### config.mk
export PLATFORM = sky130hd
export DESIGN_NAME = bsc_front
export DESIGN_NICKNAME = d
export VERILOG_FILES = /design/src/hdl/bsc_pkg.sv /design/src/hdl/bsc_front.sv
export SDC_FILE = /design/constraint.sdc
export NUM_CORES = 2
export LEC_CHECK = 0
export BUFFER_PORTS_ARGS = -buffer_cell sky130_fd_sc_hd__clkbuf_2
export CORE_MARGIN = 4
export CORE_UTILIZATION = 25
export CTS_CLUSTER_SIZE = 12
export DETAILED_ROUTE_END_ITERATION = 7
export SYNTH_ARGS = -nofsm -noshare
export SYNTH_HDL_FRONTEND = slang
export SYNTH_SLANG_ARGS = --single-unit
### constraint.sdc
create_clock -name clk_i -period 19.3 [get_ports clk_i]
set_clock_uncertainty 0.2 [all_clocks]
set_input_delay 3.86 -clock clk_i [delete_from_list [all_inputs] [get_ports clk_i]]
set_output_delay 3.86 -clock clk_i [all_outputs]
set_load 0.01 [all_outputs]
### src/hdl/bsc_pkg.sv
package bsc_pkg;

  localparam int CHAN_W    = 16;
  localparam int PCT_W     = 7;
  localparam int NUM_CHAN  = 3;
  localparam int NUM_KINDS = 3;
  localparam int NUM_LANES = NUM_CHAN * NUM_KINDS;
  localparam int CFG_IDX_W = 2;

  localparam logic [CHAN_W-1:0] FULL_SCALE = 16'hFFFF;

  // threshold reset values
  localparam logic [CHAN_W-1:0] DARK_RST = 16'd9830;
  localparam logic [CHAN_W-1:0] LITE_RST = 16'd50461;
  localparam logic [CHAN_W-1:0] FG_RST   = 16'd22937;

  // shade percentages
  localparam logic [PCT_W-1:0] PCT_SEL        = 7'd15;
  localparam logic [PCT_W-1:0] PCT_DARK_BOT   = 7'd30;
  localparam logic [PCT_W-1:0] PCT_DARK_TOP   = 7'd50;
  localparam logic [PCT_W-1:0] PCT_LITE_BOT   = 7'd45;
  localparam logic [PCT_W-1:0] PCT_LITE_TOP   = 7'd20;
  localparam logic [PCT_W-1:0] PCT_MED_BOT    = 7'd60;
  localparam logic [PCT_W-1:0] PCT_MED_TOP    = 7'd40;

  // reciprocals: x/3 = (x*RECIP_3)>>20 for x < 2^19,
  // x/100 = (x*RECIP_100)>>30 for x < 2^23
  localparam logic [18:0] RECIP_3   = 19'd349526;
  localparam logic [23:0] RECIP_100 = 24'd10737419;

  typedef enum logic [CFG_IDX_W-1:0] {
    REG_DARK = 2'd0,
    REG_LITE = 2'd1,
    REG_FG   = 2'd2
  } bsc_reg_e;

  typedef enum logic [1:0] {
    CLS_DARK,
    CLS_LITE,
    CLS_MEDIUM
  } bsc_class_e;

  typedef struct packed {
    logic [CHAN_W-1:0] bg_red;
    logic [CHAN_W-1:0] bg_green;
    logic [CHAN_W-1:0] bg_blue;
  } bsc_in_t;

  typedef struct packed {
    logic [CHAN_W-1:0] fg_red;
    logic [CHAN_W-1:0] fg_green;
    logic [CHAN_W-1:0] fg_blue;
    logic [CHAN_W-1:0] sel_red;
    logic [CHAN_W-1:0] sel_green;
    logic [CHAN_W-1:0] sel_blue;
    logic [CHAN_W-1:0] bottom_red;
    logic [CHAN_W-1:0] bottom_green;
    logic [CHAN_W-1:0] bottom_blue;
    logic [CHAN_W-1:0] top_red;
    logic [CHAN_W-1:0] top_green;
    logic [CHAN_W-1:0] top_blue;
  } bsc_out_t;

  typedef struct packed {
    logic [CHAN_W-1:0] dark_thr;
    logic [CHAN_W-1:0] lite_thr;
    logic [CHAN_W-1:0] fg_thr;
  } bsc_cfg_t;

  // one classified word: channels, foreground colour, per-kind percentage and direction
  typedef struct packed {
    logic [NUM_CHAN-1:0][CHAN_W-1:0] ch;
    logic                            fg_black;
    logic [NUM_KINDS-1:0][PCT_W-1:0] pct;
    logic [NUM_KINDS-1:0]            lgt;
  } bsc_job_t;

endpackage

### src/hdl/bsc_front.sv
module bsc_front (
  input  logic              clk_i,
  input  logic              rst_ni,
  input  logic              in_valid_i,
  output logic              in_stall_o,
  input  bsc_pkg::bsc_in_t  in_data_i,
  input  bsc_pkg::bsc_cfg_t cfg_i,
  input  logic              full_i,
  output logic              push_o,
  output bsc_pkg::bsc_job_t job_o
);
  import bsc_pkg::*;

  logic en;
  logic v1_q, v2_q, v3_q, v4_q, v5_q;

  logic [NUM_CHAN-1:0][CHAN_W-1:0] ch1_q, ch2_q, ch3_q, ch4_q, ch5_q;
  logic [17:0] sum1_q;
  logic [22:0] wsum1_q;
  logic [CHAN_W-1:0] inten2_q, lum2_q;
  logic [22:0] bnum3_q;
  logic [CHAN_W-1:0] br4_q, br5_q;
  logic [PCT_W-1:0] pb5_q, pt5_q;

  logic [36:0] inten_prod;
  logic [46:0] lum_prod;
  logic [46:0] br_prod;
  logic [20:0] x25, x30;
  logic [21:0] y25, y30;

  bsc_class_e cls;

  // hold the whole front when the last stage cannot hand off
  assign en         = !(v5_q && full_i);
  assign in_stall_o = !en;
  assign push_o     = v5_q && !full_i;

  assign inten_prod = 37'(sum1_q) * 37'(RECIP_3);
  assign lum_prod   = 47'(wsum1_q) * 47'(RECIP_100);
  assign br_prod    = 47'(bnum3_q) * 47'(RECIP_100);

  // x/65535 = (x + (x>>16) + 1) >> 16 for these small quotients
  assign x25 = 21'(br4_q) * 21'd25;
  assign x30 = 21'(br4_q) * 21'd30;
  assign y25 = 22'(x25) + 22'(x25[20:16]) + 22'd1;
  assign y30 = 22'(x30) + 22'(x30[20:16]) + 22'd1;

  always_ff @(posedge clk_i or negedge rst_ni) begin
    if (!rst_ni) begin
      v1_q <= 1'b0;
      v2_q <= 1'b0;
      v3_q <= 1'b0;
      v4_q <= 1'b0;
      v5_q <= 1'b0;
    end else if (en) begin
      v1_q <= in_valid_i;
      v2_q <= v1_q;
      v3_q <= v2_q;
      v4_q <= v3_q;
      v5_q <= v4_q;
    end
  end

  always_ff @(posedge clk_i) begin
    if (en) begin
      ch1_q   <= {in_data_i.bg_red, in_data_i.bg_green, in_data_i.bg_blue};
      sum1_q  <= 18'(in_data_i.bg_red) + 18'(in_data_i.bg_green)
               + 18'(in_data_i.bg_blue);
      wsum1_q <= 23'(in_data_i.bg_red) * 23'd30 + 23'(in_data_i.bg_green) * 23'd59
               + 23'(in_data_i.bg_blue) * 23'd11;

      ch2_q    <= ch1_q;
      inten2_q <= inten_prod[35:20];
      lum2_q   <= lum_prod[45:30];

      ch3_q   <= ch2_q;
      bnum3_q <= 23'(inten2_q) * 23'd25 + 23'(lum2_q) * 23'd75;

      ch4_q <= ch3_q;
      br4_q <= br_prod[45:30];

      ch5_q <= ch4_q;
      br5_q <= br4_q;
      pb5_q <= PCT_MED_BOT - 7'(y25[21:16]);
      pt5_q <= PCT_MED_TOP + 7'(y30[21:16]);
    end
  end

  // classify: dark test first, then light, anything else is medium
  always_comb begin
    if (br5_q < cfg_i.dark_thr) begin
      cls = CLS_DARK;
    end else if (br5_q > cfg_i.lite_thr) begin
      cls = CLS_LITE;
    end else begin
      cls = CLS_MEDIUM;
    end
  end

  always_comb begin
    job_o.ch = ch5_q;
    case (cls)
      CLS_DARK: begin
        job_o.fg_black = 1'b0;
        job_o.pct      = {PCT_DARK_TOP, PCT_DARK_BOT, PCT_SEL};
        job_o.lgt      = 3'b111;
      end
      CLS_LITE: begin
        job_o.fg_black = 1'b1;
        job_o.pct      = {PCT_LITE_TOP, PCT_LITE_BOT, PCT_SEL};
        job_o.lgt      = 3'b000;
      end
      default: begin
        job_o.fg_black = br5_q > cfg_i.fg_thr;
        job_o.pct      = {pt5_q, pb5_q, PCT_SEL};
        job_o.lgt      = 3'b100;
      end
    endcase
  end

endmodule

==> impl.org <==
** Detailed routing
- Summing over every cut layer, the via total after detailed routing is 29562.
- Number of routed nets with antenna violations :: 0
- Before antenna repair, the detailed router went through 5 iterations.
- After detailed routing, the number of remaining DRC violations is 0.
- Drt total wl :: 107500 um
- The detailed router finished its first iteration with 1390 violations.
- Routed len/inst :: 14.99 um
- Average via count per standard cell :: 4.121

** Logic synthesis
- Count of flip-flops with a built-in enable after synthesis :: 382
- Commonest cells in the synthesized netlist :: 1236 x sky130_fd_sc_hd__inv_1, 947 x sky130_fd_sc_hd__ha_1, 763 x sky130_fd_sc_hd__fa_1
- During synthesis, Yosys emitted a total of 0 warnings.
- Cell area after technology mapping :: approximately 50000 sq um
- Top-area cell type share of the netlist area :: 30.80%
- A synthesized cell averages 11.54 sq um.
- Dominant cells by area after synthesis :: sky130_fd_sc_hd__fa_1 31%, sky130_fd_sc_hd__ha_1 24%, sky130_fd_sc_hd__edfxtp_1 23%, sky130_fd_sc_hd__inv_1 9.4%, sky130_fd_sc_hd__xnor2_1 1.6%
- Of all cell types, the one taking the most synthesized area is sky130_fd_sc_hd__fa_1.
- Yosys instantiated no cell more often than sky130_fd_sc_hd__inv_1.
- Fraction of the yosys area taken by sequential cells :: between 20% and 30%
- Most used flip-flop cell after synthesis :: sky130_fd_sc_hd__edfxtp_1
- Synth cell types :: just under 80
- Ys async rst share :: 1.292%
- After synthesis the netlist holds a flip-flop and latch count of 387.
- Counting every instance in the synthesized netlist gives 4297.

** Clock network
- The cell sitting at the root of the clock tree is a sky130_fd_sc_hd__clkbuf_16.
- For this design, the CTS-stage hold fixing added 0 buffers.
- For this design, the sink count on the clock tree is 387.
- Post-CTS Setup Bufs :: 0
- H-tree Lvls :: 2
- Clock tree synthesis inserted a total of 45 buffers.
- TritonCTS built the clock tree.
- Clock Pin Slew Worst Setup and Hold Paths :: around 0.06 ns
- Max Root-Sink Buffers :: 3
- Clk_lat worst skew :: approximately 0.64 ns
- Post-CTS repair changed the size of 0 cells.

** STA
- Min setup slack post-route :: 8.338 ns
- Clock period minus worst slack :: 10.96 ns
- The number of max-slew violations in the final report came to 0.
- Setup repair after global routing left no endpoint under its margin.
- Setup violations remaining at the end of the flow were counted as 0.
- Worst-case hold slack :: between 0.15 and 0.2 ns
- Based on the critical path, the design can be clocked at up to 0.09123 GHz.
- Count of final hold-check violations :: 0
- Worst slew slack as a fraction of its limit :: 21.85%
- In the finished design, the share of the clock period the worst path needs comes to 56.80%.
- At the pin with the least slew margin, the transition time is 1.167 ns.
- Summed over all failing endpoints, the final setup total negative slack is 0 ns.

** Die
- Y dimension of the die :: ~450 um
- Row Count :: 163
- Area enclosed by the die boundary :: between 200000 and 250000 sq um
- CORE AREA :: 197200 sq um
- 175 I/O pins were placed.
- Initial core utilization :: 25.14%
- Horizontal die dimension :: ~450 um

** Layout
- The multi-input combinational cells in the finished layout cover a total of 33310 sq um.
- Fillers :: 20466
- Compared with the post-synthesis result, the final layout area differs by 11.17%.
- Cells with a size suffix above 1 make up between 5 and 6% of the layout.
- After the flow finishes, the layout carries non-filler instances totaling 7174.
- Area used by sequential logic in the layout :: between 10000 and 15000 sq um
- # nets final :: 6322

** Place
- Post-placement cell count :: 7105
- # port buffers :: 167
- Before CTS, the worst setup slack after placement is 8.272 ns.
- The congestion estimate from routability-driven global placement came to 0.8879.
- Once detailed placement completed, the half-perimeter wirelength came to 93510 um.

** Critical path
- Critical Path Sink Type :: output pin
- Data required time at the worst endpoint :: 15.24 ns
- Largest driver fanout on the critical path :: 15
- The worst setup path is of the in2out kind.
- STA puts the critical path data arrival time at 6.90 ns.
- Kind of start point of the critical path :: primary input

** GRT
- Global routing finished with a remaining overflow of 0.
- The first global-routing pass estimated 174100 um of wire.
- The via count of the first global-routing pass is 32326.
- Entering global routing, the biggest net connects 87 pins.
- The initial antenna violation count was 11.
- Overall fraction of global-route tracks in use :: 10.60%

** Status
- Run status :: finished, final reports clean

** Run
- Across the run, the number of max-cap violations was 0.

** Hold path
- The worst hold path belongs to the class reg2reg.
per-stage QoR:
stage | cell area (sq um) | utilization (%)
floorplan | 49610 | -
global placement | 53720 | 27.24
detailed placement | 53720 | 27.24
CTS | 55120 | 27.95
global route | 55120 | 27.95
finish | 55130 | 27.95
state kept, by name (all words and copies together) (netlist names), 16 cells and up:
name and count:
bnum3_q 23, br4_q 16, br5_q 16, ch1_q 48
ch2_q 48, ch3_q 48, ch4_q 48, inten2_q 16
job_o 48, lum2_q 16, sum1_q 18, wsum1_q 23
placed cells by master, fill, tap and decap left out, types with 7 or more instances in the layout:
cell type and n:
sky130_fd_sc_hd__or2_2 7, sky130_fd_sc_hd__nand2b_1 26, sky130_fd_sc_hd__inv_1 1236, sky130_fd_sc_hd__o211ai_1 12, sky130_fd_sc_hd__nor2_1 115, sky130_fd_sc_hd__nor2b_1 21
sky130_fd_sc_hd__fa_1 763, sky130_fd_sc_hd__a21o_1 70, sky130_fd_sc_hd__conb_1 8, sky130_fd_sc_hd__or3_1 23, sky130_fd_sc_hd__and3_1 27, sky130_fd_sc_hd__ha_1 947
sky130_fd_sc_hd__a211oi_1 18, sky130_fd_sc_hd__nor3_1 36, sky130_fd_sc_hd__o2111ai_1 8, sky130_fd_sc_hd__o21bai_1 11, sky130_fd_sc_hd__clkbuf_16 45, sky130_fd_sc_hd__clkbuf_2 167
sky130_fd_sc_hd__xnor2_1 92, sky130_fd_sc_hd__a31oi_1 13, sky130_fd_sc_hd__a31o_2 7, sky130_fd_sc_hd__nand3_1 35, sky130_fd_sc_hd__xor2_1 46, sky130_fd_sc_hd__nand2_1 53
sky130_fd_sc_hd__a21oi_1 96, sky130_fd_sc_hd__and2_1 17, sky130_fd_sc_hd__o21a_1 16, sky130_fd_sc_hd__nand4_1 21, sky130_fd_sc_hd__edfxtp_1 382, sky130_fd_sc_hd__o21ai_0 70
area by class of cell:
type / instances / area share (%)
Sequential cell: 387 / 21.04
Timing Repair Buffer: 172 / 1.584
Tap cell: 2640 / 5.992
Clock inverter: 20 / 0.4766
Antenna cell: 2 / 0.009079
Inverter: 1236 / 8.416
Clock buffer: 47 / 2.056
Multi-Input combinational cell: 2670 / 60.43
worst paths after layout:
| path | startpoint | end | slack (ns) | depth (start not counted) |
|---|---|---|---|---|
| min | ch2_q[38] | ch3_q[38] | 0.19 | 0 |
| max in group asynchronous | rst_ni | v1_q | 15.88 | 1 |
| min reg2reg | ch2_q[38] | ch3_q[38] | 0.19 | 0 |
| min in group asynchronous | rst_ni | v4_q | 2.88 | 1 |
| max | cfg_i[33] | job_o[20] | 8.34 | 13 |
| max reg2reg | wsum1_q[6] | lum2_q[15] | 11.31 | 20 |
critical path, cell delays in order:
cell and delay (ns):
sky130_fd_sc_hd__clkbuf_2 0.08, sky130_fd_sc_hd__inv_1 0.03, sky130_fd_sc_hd__ha_1 0.27, sky130_fd_sc_hd__a21o_1 0.15
sky130_fd_sc_hd__a21o_1 0.16, sky130_fd_sc_hd__a21o_1 0.17, sky130_fd_sc_hd__a21o_1 0.18, sky130_fd_sc_hd__a2111oi_0 0.36
sky130_fd_sc_hd__o21ai_0 0.15, sky130_fd_sc_hd__a31oi_1 0.94, sky130_fd_sc_hd__nor2_1 0.21, sky130_fd_sc_hd__and2_1 0.23
sky130_fd_sc_hd__clkbuf_2 0.12
metal layers:
metal / part of all wire [%] / track usage, % / vias to the layer above
li1: - / - / 14233
met1: 45 / 13.88 / 14660
met2: 48 / 18.14 / 503
met3: 4.9 / 2.077 / 148
met4: 2.4 / 2.267 / 18
met5: 0.12 / 0 / -
kinds of logic (layout without fill, tap and decap cells):
family                     Yosys count  count (layout)  synth area share, %
xor gates and xnor gates           141             141                2.559
other                                2              10              0.01515
and+or+nand+nor                    411             411                4.343
buffers and inverters             1246            1475                9.493
adders and majority gates         1711            1711                54.72
AOI/OAI and AO/OA                  393             393                5.347
DFF                                387             387                23.39
muxes                                6               6               0.1337
Power is left out: the tool's default activity adds up to more than one toggle a clock period on the data nets, which glitch-free logic cannot reach.
