===== src/hdl/bsc_pkg.sv =====
package bsc_pkg;

  localparam int CHAN_W    = 16;
  localparam int PCT_W     = 7;
  localparam int NUM_CHAN  = 3;
  localparam int NUM_KINDS = 3;
  localparam int NUM_LANES = NUM_CHAN * NUM_KINDS;
  localparam int CFG_IDX_W = 2;

  localparam logic [CHAN_W-1:0] FULL_SCALE = 16'hFFFF;

  // threshold reset values
  localparam logic [CHAN_W-1:0] DARK_RST = 16'd9830;
  localparam logic [CHAN_W-1:0] LITE_RST = 16'd50461;
  localparam logic [CHAN_W-1:0] FG_RST   = 16'd22937;

  // shade percentages
  localparam logic [PCT_W-1:0] PCT_SEL        = 7'd15;
  localparam logic [PCT_W-1:0] PCT_DARK_BOT   = 7'd30;
  localparam logic [PCT_W-1:0] PCT_DARK_TOP   = 7'd50;
  localparam logic [PCT_W-1:0] PCT_LITE_BOT   = 7'd45;
  localparam logic [PCT_W-1:0] PCT_LITE_TOP   = 7'd20;
  localparam logic [PCT_W-1:0] PCT_MED_BOT    = 7'd60;
  localparam logic [PCT_W-1:0] PCT_MED_TOP    = 7'd40;

  // reciprocals: x/3 = (x*RECIP_3)>>20 for x < 2^19,
  // x/100 = (x*RECIP_100)>>30 for x < 2^23
  localparam logic [18:0] RECIP_3   = 19'd349526;
  localparam logic [23:0] RECIP_100 = 24'd10737419;

  typedef enum logic [CFG_IDX_W-1:0] {
    REG_DARK = 2'd0,
    REG_LITE = 2'd1,
    REG_FG   = 2'd2
  } bsc_reg_e;

  typedef enum logic [1:0] {
    CLS_DARK,
    CLS_LITE,
    CLS_MEDIUM
  } bsc_class_e;

  typedef struct packed {
    logic [CHAN_W-1:0] bg_red;
    logic [CHAN_W-1:0] bg_green;
    logic [CHAN_W-1:0] bg_blue;
  } bsc_in_t;

  typedef struct packed {
    logic [CHAN_W-1:0] fg_red;
    logic [CHAN_W-1:0] fg_green;
    logic [CHAN_W-1:0] fg_blue;
    logic [CHAN_W-1:0] sel_red;
    logic [CHAN_W-1:0] sel_green;
    logic [CHAN_W-1:0] sel_blue;
    logic [CHAN_W-1:0] bottom_red;
    logic [CHAN_W-1:0] bottom_green;
    logic [CHAN_W-1:0] bottom_blue;
    logic [CHAN_W-1:0] top_red;
    logic [CHAN_W-1:0] top_green;
    logic [CHAN_W-1:0] top_blue;
  } bsc_out_t;

  typedef struct packed {
    logic [CHAN_W-1:0] dark_thr;
    logic [CHAN_W-1:0] lite_thr;
    logic [CHAN_W-1:0] fg_thr;
  } bsc_cfg_t;

  // one classified word: channels, foreground colour, per-kind percentage and direction
  typedef struct packed {
    logic [NUM_CHAN-1:0][CHAN_W-1:0] ch;
    logic                            fg_black;
    logic [NUM_KINDS-1:0][PCT_W-1:0] pct;
    logic [NUM_KINDS-1:0]            lgt;
  } bsc_job_t;

endpackage


===== src/hdl/bsc_queue.sv =====
module bsc_queue #(
  parameter int Depth = 4
) (
  input  logic              clk_i,
  input  logic              rst_ni,
  input  logic              push_i,
  input  bsc_pkg::bsc_job_t wdata_i,
  input  logic              pop_i,
  output bsc_pkg::bsc_job_t rdata_o,
  output logic              full_o,
  output logic              empty_o
);
  import bsc_pkg::*;

  localparam int PtrW = (Depth > 1) ? $clog2(Depth) : 1;
  localparam int CntW = $clog2(Depth + 1);

  bsc_job_t            mem_q [Depth];
  logic [PtrW-1:0]     wr_q, rd_q;
  logic [CntW-1:0]     cnt_q;

  assign full_o  = cnt_q == CntW'(Depth);
  assign empty_o = cnt_q == '0;
  assign rdata_o = mem_q[rd_q];

  always_ff @(posedge clk_i or negedge rst_ni) begin
    if (!rst_ni) begin
      wr_q  <= '0;
      rd_q  <= '0;
      cnt_q <= '0;
    end else begin
      if (push_i) begin
        wr_q <= (wr_q == PtrW'(Depth - 1)) ? '0 : wr_q + PtrW'(1);
      end
      if (pop_i) begin
        rd_q <= (rd_q == PtrW'(Depth - 1)) ? '0 : rd_q + PtrW'(1);
      end
      if (push_i && !pop_i) begin
        cnt_q <= cnt_q + CntW'(1);
      end else if (pop_i && !push_i) begin
        cnt_q <= cnt_q - CntW'(1);
      end
    end
  end

  always_ff @(posedge clk_i) begin
    if (push_i) begin
      mem_q[wr_q] <= wdata_i;
    end
  end

endmodule


===== config.mk =====
export PLATFORM = sky130hd
export DESIGN_NAME = bsc_queue
export DESIGN_NICKNAME = d
export VERILOG_FILES = /design/src/hdl/bsc_pkg.sv /design/src/hdl/bsc_queue.sv
export SDC_FILE = /design/constraint.sdc
export NUM_CORES = 1
export LEC_CHECK = 0
export BUFFER_PORTS_ARGS = -buffer_cell sky130_fd_sc_hd__buf_2
export CAP_MARGIN = 20
export CORE_MARGIN = 2
export CORE_UTILIZATION = 37
export CTS_BUF_LIST = sky130_fd_sc_hd__clkbuf_4
export DETAILED_ROUTE_END_ITERATION = 16
export HOLD_SLACK_MARGIN = 0.1
export PLACE_DENSITY = 0.52
export SLEW_MARGIN = 20
export SYNTH_ARGS = -nofsm -noshare
export SYNTH_HDL_FRONTEND = slang
export SYNTH_SLANG_ARGS = --single-unit

===== constraint.sdc =====
create_clock -name clk_i -period 6.2 [get_ports clk_i]
set_input_delay 0.93 -clock clk_i [delete_from_list [all_inputs] [get_ports clk_i]]
set_output_delay 0.93 -clock clk_i [all_outputs]
set_load 0.01 [all_outputs]

==> impl_results.md, run 1 <==
* Run status: finished, final reports clean
* Worst reg-to-reg path cell count at 4
* Top cell type by total area after synthesis: edfxtp_1
* Required time worst endpoint at about 5300 ps
* # H-tree levels at 3
* Top layer used by detailed routing: met5
* RSZ-0062 raised after global routing: no
* Die width at approximately 180 um
* Finished Cell Area at ~13000 um2
* Initial Utilization at 0.378
* Core box area at roughly 29000 um2
* Max Cap Viol at 0
* Fmax achieved at around 260 MHz
* Critical Path Fanout Max at 28
* Mapped Area at about 11000 um2
* Met1 wire length at around 8500 um
* Metal3 WL at between 1500 and 2000 um
* # setup viols final at 0
* Detailed placement HPWL at approximately 12000 um
* CTS root buf: clkbuf_4
* Via Count at between 5k and 6k
* Syn Area/Cell at ~26 um2
* Worst-case clock buffer depth at 3
* CP Capture Type: primary output
* CTS Sinks at around 300
* DRT Wirelength at roughly 21000 um
* Routed WL per cell at ~19 um
* Total gr overflow at 0
* Number of global-route vias before repair at 5873
* DRT Pass-1 Iters at 5
* Syn Nets at between 500 and 600
* Reg2reg end: mem_q[2][69]
* Reg2Reg Setup Slack at between 3000 and 4000 ps
* Top-area cell type share of the netlist area at 0.801
* Switching pwr at 1.73 mW
* Full die area at around 31000 um2
* Yosys reg bits at roughly 300
* Nature of the critical path startpoint: flip-flop
* Met2 wire length at 10500 um
* Clock power share at 0.272
* Crit path largest cell delay at between 700 and 800 ps
* Worst hold slack at approximately 490 ps
* Ys async rst share at 0.0234
* DRC Markers at 0
* TritonCTS clock tree: built
* Clk_lat worst skew at 650 ps
* Placed cell area at about 12000 um2
* CP cell instances: buf_12 > buf_4 > mux4_2 > buf_2
* Setup TNS at 0 ps
* Pwr Density at around 450 nW/um2
* Reg clk slew, reported paths at roughly 70 ps
* Internal Power at roughly 4.2 mW
* Post-synthesis sequential area ratio at 0.817
* GPL Wtd Cong at between 0.6 and 0.7
* Worst IR Drop VDD at slightly above 0.0002 V
* Synth-to-Final Area Change at 19.9%
* Postcts setup bufs at 0
* Largest cells by area after synthesis: edfxtp_1, mux4_2, dfrtp_1
* Clock skew at ~48 ps
* Switching share of power at 0.290
* Leak at approximately 4.6 nW
* Worst Setup EP: rdata_o[39]
* First-pass GRT wire length at 32400 um
* Gate Count Post-Synth at 418
* Gr usage total at 0.139
* Antenna viol nets, final at 0
* Max stage delay cell, worst path: dfrtp_4
* Worst slew margin at 0.424
* Hold Crit Class: in -> reg
* Final Hold Viols at 0
* Reg power frac at 0.465
* Initial antenna violation count at 3
* Worst Setup Path Type: reg -> out
* Cell Rows at between 60 and 70
* TritonCTS Buffers at 78
* Total Nets Final at approximately 730
* Min cycle time layout at 3870 ps
* Largest net degree at the start of global routing at 53
* Synth Flop Type: edfxtp_1
* Die height at 176 um
* # port buffers at between 150 and 200
* Via-to-Cell Ratio at about 4.8
* Yosys warning total at 0
* Final core utilization at 0.454
* Cell with the most instances after synthesis: edfxtp_1
* Initial drt markers at 291
* Layout cells sized above 1 at 0.506
* Post-synth EDFFs at 292
* Combinational share of power at 0.263
* Reg2reg start: wr_q[0]
* Post-cts sizing count at 0
* I/O pin total at 152
* Worst slew pin tran at around 860 ps
* Post-synth top cells: edfxtp_1, mux4_2, buf_2, dfrtp_1
* Crit path from: rd_q[0]
* Critical path data arrival time at around 2900 ps
* Count of pins over their slew limit at 0
* Final worst-path cycle share at 0.625
* Yosys cell types at 19
[worst max-delay path: cells and delay by family, from the launching register on]
kind	cells	cell delay, ps
buf+inv	3	950
flops	1	760
mux	1	580
[kinds of logic (layout without fill, tap and decap cells)]
logic type / Yosys count / in the layout / share of synthesized area
adder cells (fa/ha/maj): 7 / 7 / 0.00869
multiplexers: 76 / 76 / 0.153
flip-flops: 299 / 299 / 0.817
buffers and inverters: 20 / 300 / 0.0125
AO/OA/AOI/OAI: 2 / 2 / 0.000915
other: 0 / 1 / 0
AND/OR/NAND/NOR: 11 / 11 / 0.00514
XOR/XNOR: 3 / 3 / 0.00240
[cells in the final DEF, fill, tap and decap left out, drive strengths merged]
cell,instances
nor3,1
o21ai,2
nand2,2
fa,1
nor3b,1
mux2,3
xor2,2
inv,5
mux4,73
xnor2,1
edfxtp,292
clkinv,28
bufinv,2
nor2,3
ha,6
clkbuf,105
dfrtp,7
dlygate4sd3,1
and2,4
diode,1
clkinvlp,1
buf,158
[cell type report]
type | instances | area, um2
diodes | 1 | 2.50
clock buffers | 105 | 788
clock inverters | 32 | 185
fillers | 2501 | 15800
inverters | 4 | 15.0
multi-input cells | 99 | 1880
flip-flops and latches | 299 | 8950
well taps | 384 | 480
repair buffers | 159 | 831
[metrics by stage]
| stage | cells | worst slack [ps] | total power, mW |
|---|---|---|---|
| 5_1_grt | 1083 | 1990 | 6.33 |
| 6_report | 1083 | 2330 | 5.96 |
| 2_1_floorplan | 418 | 3120 | 3.85 |
| 4_1_cts | 1081 | 1950 | 6.09 |
| 3_5_place_dp | 943 | 2660 | 4.43 |
| 3_3_place_gp | 943 | 2660 | 4.41 |
[how the worst min path moves through the flow]
stage                            from  slack, ps            to  cells past startpoint
after floorplan              cnt_q[2]        460      cnt_q[2]                      1
after global placement       cnt_q[2]        470      cnt_q[2]                      1
after detailed placement     cnt_q[2]        500      cnt_q[2]                      1
after CTS                 wdata_i[52]        400  mem_q[0][52]                      1
after global routing      wdata_i[38]        410  mem_q[2][38]                      1
final                     wdata_i[10]        490  mem_q[2][10]                      1
[per-layer routing]
| layer | up-vias | track usage |
|---|---|---|
| li1 | 2290 | - |
| met1 | 2685 | 0.168 |
| met2 | 183 | 0.234 |
| met3 | 26 | 0.0493 |
| met4 | 4 | 0.0499 |
| met5 | - | 0 |
[flip-flops by register name, summed over array words and instances, names as in the netlist]
name	flops
rd_q	2
wr_q	2
cnt_q	3
mem_q	292
[repair_timing]
action / CTS / global route
setup endpoints to repair: 0 / 0
hold buffers: 1 / 0
hold endpoints to repair: 7 / 0
[power groups by stage]
stage	Clock (mW)	Sequential [mW]	Combinational, mW
finish	1.62	2.77	1.57
global route	1.80	2.82	1.72
CTS	1.70	2.84	1.56
detailed placement	0	2.88	1.55
global placement	0	2.86	1.55
floorplan	0	2.71	1.14
(Power assumes the default switching activity.)
==> inputs of run 2 (changes only) <==
- PLACE_DENSITY: 0.52 -> 0.55
- clock period: 6.2 -> 3.1 ns (I/O delays scaled with it)
==> run 2 against run 1 <==
Against the previous run:
- clock skew about the same
- first-iteration DRC count increased by 48%
- critical path type unchanged
- via count increased by 6.3%
- routed wire length increased by 4.4%
- combinational power increased by 120%
- clock power increased by 110%
- sequential power increased by 94%
- flip-flop and latch count unchanged
- core utilization increased by 3.1 points
- sequential share of layout area decreased by 4.4 points
==> impl_results.md, run 2 (same netlist as run 1, synthesis figures left out) <==
* Most common cell after layout, fill and taps aside: edfxtp_1 (unchanged)
* Initial drt markers at 432 (was 291)
* Non-Filler Instances at 1165 (was 1083)
* Layout cells sized above 1 at 0.479 (was 0.506)
* GPL Wtd Cong at 0.654 (was 0.700)
* Via-to-Cell Ratio at 4.73 (was 4.79)
* Routed WL per cell at 18.6 um (was 19.2 um)
* Final Hold Viols at 0 (unchanged)
* CTS root buf: clkbuf_4 (unchanged)
* Gr usage total at 0.145 (was 0.139)
* Worst-case clock buffer depth at 3 (unchanged)
* Commonest cells after routing, fill and taps aside: edfxtp_1, buf_2, clkbuf_4 (unchanged)
* Post-cts sizing count at 0 (unchanged)
* Crit path max-delay family: multiplexers (was buffers and inverters)
* DRT Pass-1 Iters at 4 (was 5)
* CP Buf/Inv Count at 2 (was 3)
* Max Cap Viol at 0 (unchanged)
* TritonCTS clock tree: built (unchanged)
* Run status: finished, final reports clean (unchanged)
* Worst slew pin tran at 651 ps (was 864 ps)
* Hold Crit Class: in -> async (was in -> reg)
* Via Count at 5515 (was 5188)
* Min cycle time layout at 2660 ps
* Max FFs per register at 292 (unchanged)
* Cell Rows at 62 (unchanged)
* TritonCTS Buffers at 80 (was 78)
* Reg clk slew, reported paths at 70 ps (about the same)
* Clock skew at 47.4 ps (was 47.7 ps)
* Top flop regs: mem_q (292), cnt_q (3) (unchanged)
* Fill cell total of the finished layout at 2424 (was 2501)
* Crit path largest cell delay at 590 ps (was 760 ps)
* Count of pins over their slew limit at 0 (unchanged)
* CP cell instances: buf_12 > mux4_2 > buf_2 (was buf_12 > buf_4 > mux4_2 > buf_2)
* Pwr Density at 874 nW/um2 (was 454 nW/um2)
* Die height at 176 um (unchanged)
* CTS Sinks at 299 (unchanged)
* I/O pin total at 152 (unchanged)
* # H-tree levels at 3 (unchanged)
* Critical Path Fanout Max at 45 (was 28)
* DRT Wirelength at 21700 um (was 20800 um)
* Worst Setup Path Type: reg -> out (unchanged)
* Required time worst endpoint at 2630 ps (was 5270 ps)
* DRC Markers at 0 (unchanged)
* Detailed placement HPWL at 12500 um (was 11900 um)
* Most flops, register: mem_q (unchanged)
* RSZ-0062 raised after global routing: no (unchanged)
* Antenna viol nets, final at 0 (unchanged)
* Worst IR Drop VDD at 0.000642 V (was 0.000208 V)
* Total gr overflow at 0 (unchanged)
* Worst slew margin at 0.566 (was 0.424)
* Number of global-route vias before repair at 6238 (was 5873)
* Post-Place Cells at 950 (was 943)
* Critical path data arrival time at 2190 ps (was 2940 ps)
* Nature of the critical path startpoint: flip-flop (unchanged)
* # setup viols final at 0 (unchanged)
* First-pass GRT wire length at 33700 um (was 32400 um)
* Setup TNS at 0 ps (unchanged)
* CP Capture Type: primary output (unchanged)
* Leak at 4.96 nW (was 4.56 nW)
* Initial antenna violation count at 2 (was 3)
* Total Nets Final at 808 (was 725)
* Fmax achieved at about 380 MHz
* Initial Utilization at 0.378 (unchanged)
* Full die area at 31000 um2 (unchanged)
* Final worst-path cycle share at 0.858
* Max stage delay cell, worst path: mux4_2 (was dfrtp_4)
* Clk_lat worst skew at 670 ps (was 650 ps)
* Core box area at 28900 um2 (unchanged)
* Synth-to-Final Area Change at 28.2% (was 19.9%)
* Die width at 176 um (unchanged)
* # port buffers at 151 (unchanged)
* Largest net degree at the start of global routing at 49 (was 53)
==> run 2: cell types whose count changed in the layout (fill, tap and decap cells not counted), moves of 5 or more <==
cell | before | now
dlygate4sd3_1 | 1 | 76
clkinv_2 | 3 | 8
clkinv_1 | 24 | 10
clkbuf_4 | 105 | 114
buf_12 | 1 | 6
==> run 2: worst paths after layout <==
path / slack (ps) / from / end / depth (start not counted)
worst max-delay path: 440 / rd_q[0] / rdata_o[62] / 3
worst min-delay path: 210 / rst_ni / cnt_q[2] / 2
worst max register to register: 1080 / wr_q[0] / mem_q[0][49] / 4
worst min register to register: 500 / cnt_q[2] / cnt_q[2] / 1
max in group asynchronous: 2680 / rst_ni / rd_q[0] / 2
min in group clk_i: 500 / cnt_q[2] / cnt_q[2] / 1
==> run 2: report_power, final <==
group	internal (mW)	total (mW)	leakage (nW)	switching, mW
logic	1.67	3.53	1.59	1.86
clock network	1.86	3.37	0.604	1.51
registers	5.19	5.36	2.76	0.166
total	8.72	12.3	4.96	3.54
==> run 2: final cells by class <==
type,count,area (um2),share of cell area
flip-flops and latches,299,8950,0.638
clock buffers,114,856,0.0610
inverters,4,15.0,0.00107
well taps,384,480,0.0342
clock inverters,23,156,0.0111
multi-input cells,99,1880,0.134
repair buffers,240,1690,0.120
diodes,2,5.00,0.000357
==> run 2: worst reg2reg max path: cells and delay by family (launching register included) <==
| kind | cells | cell delay, ps |
|---|---|---|
| buffers and inverters | 2 | 600 |
| adder cells (fa/ha/maj) | 1 | 150 |
| AND/OR/NAND/NOR | 1 | 490 |
| flip-flops | 1 | 410 |
==> run 2: routing by layer <==
metal / track usage / wire (um)
met4: 0.0499 / 321
met2: 0.244 / 10900
met1: 0.178 / 9000
met3: 0.0463 / 1480
met5: 0 / 0
==> run 2: stage by stage <==
stage	power (mW)	setup slack, ps	area (um2)	util	hold WS (ps)
2_1_floorplan	7.69	331	10900	-	169
3_3_place_gp	8.94	1020	12300	0.423	311
3_5_place_dp	9.03	993	12300	0.423	326
4_1_cts	12.5	322	14000	0.485	144
5_1_grt	13.0	277	14000	0.485	152
6_report	12.3	441	14000	0.485	207
==> run 2: repair_timing <==
item	4_1_cts	5_1_grt
setup endpoints to repair	0	0
endpoints found under the hold margin	301	0
hold buffers	76	0
buffers inserted	0	0
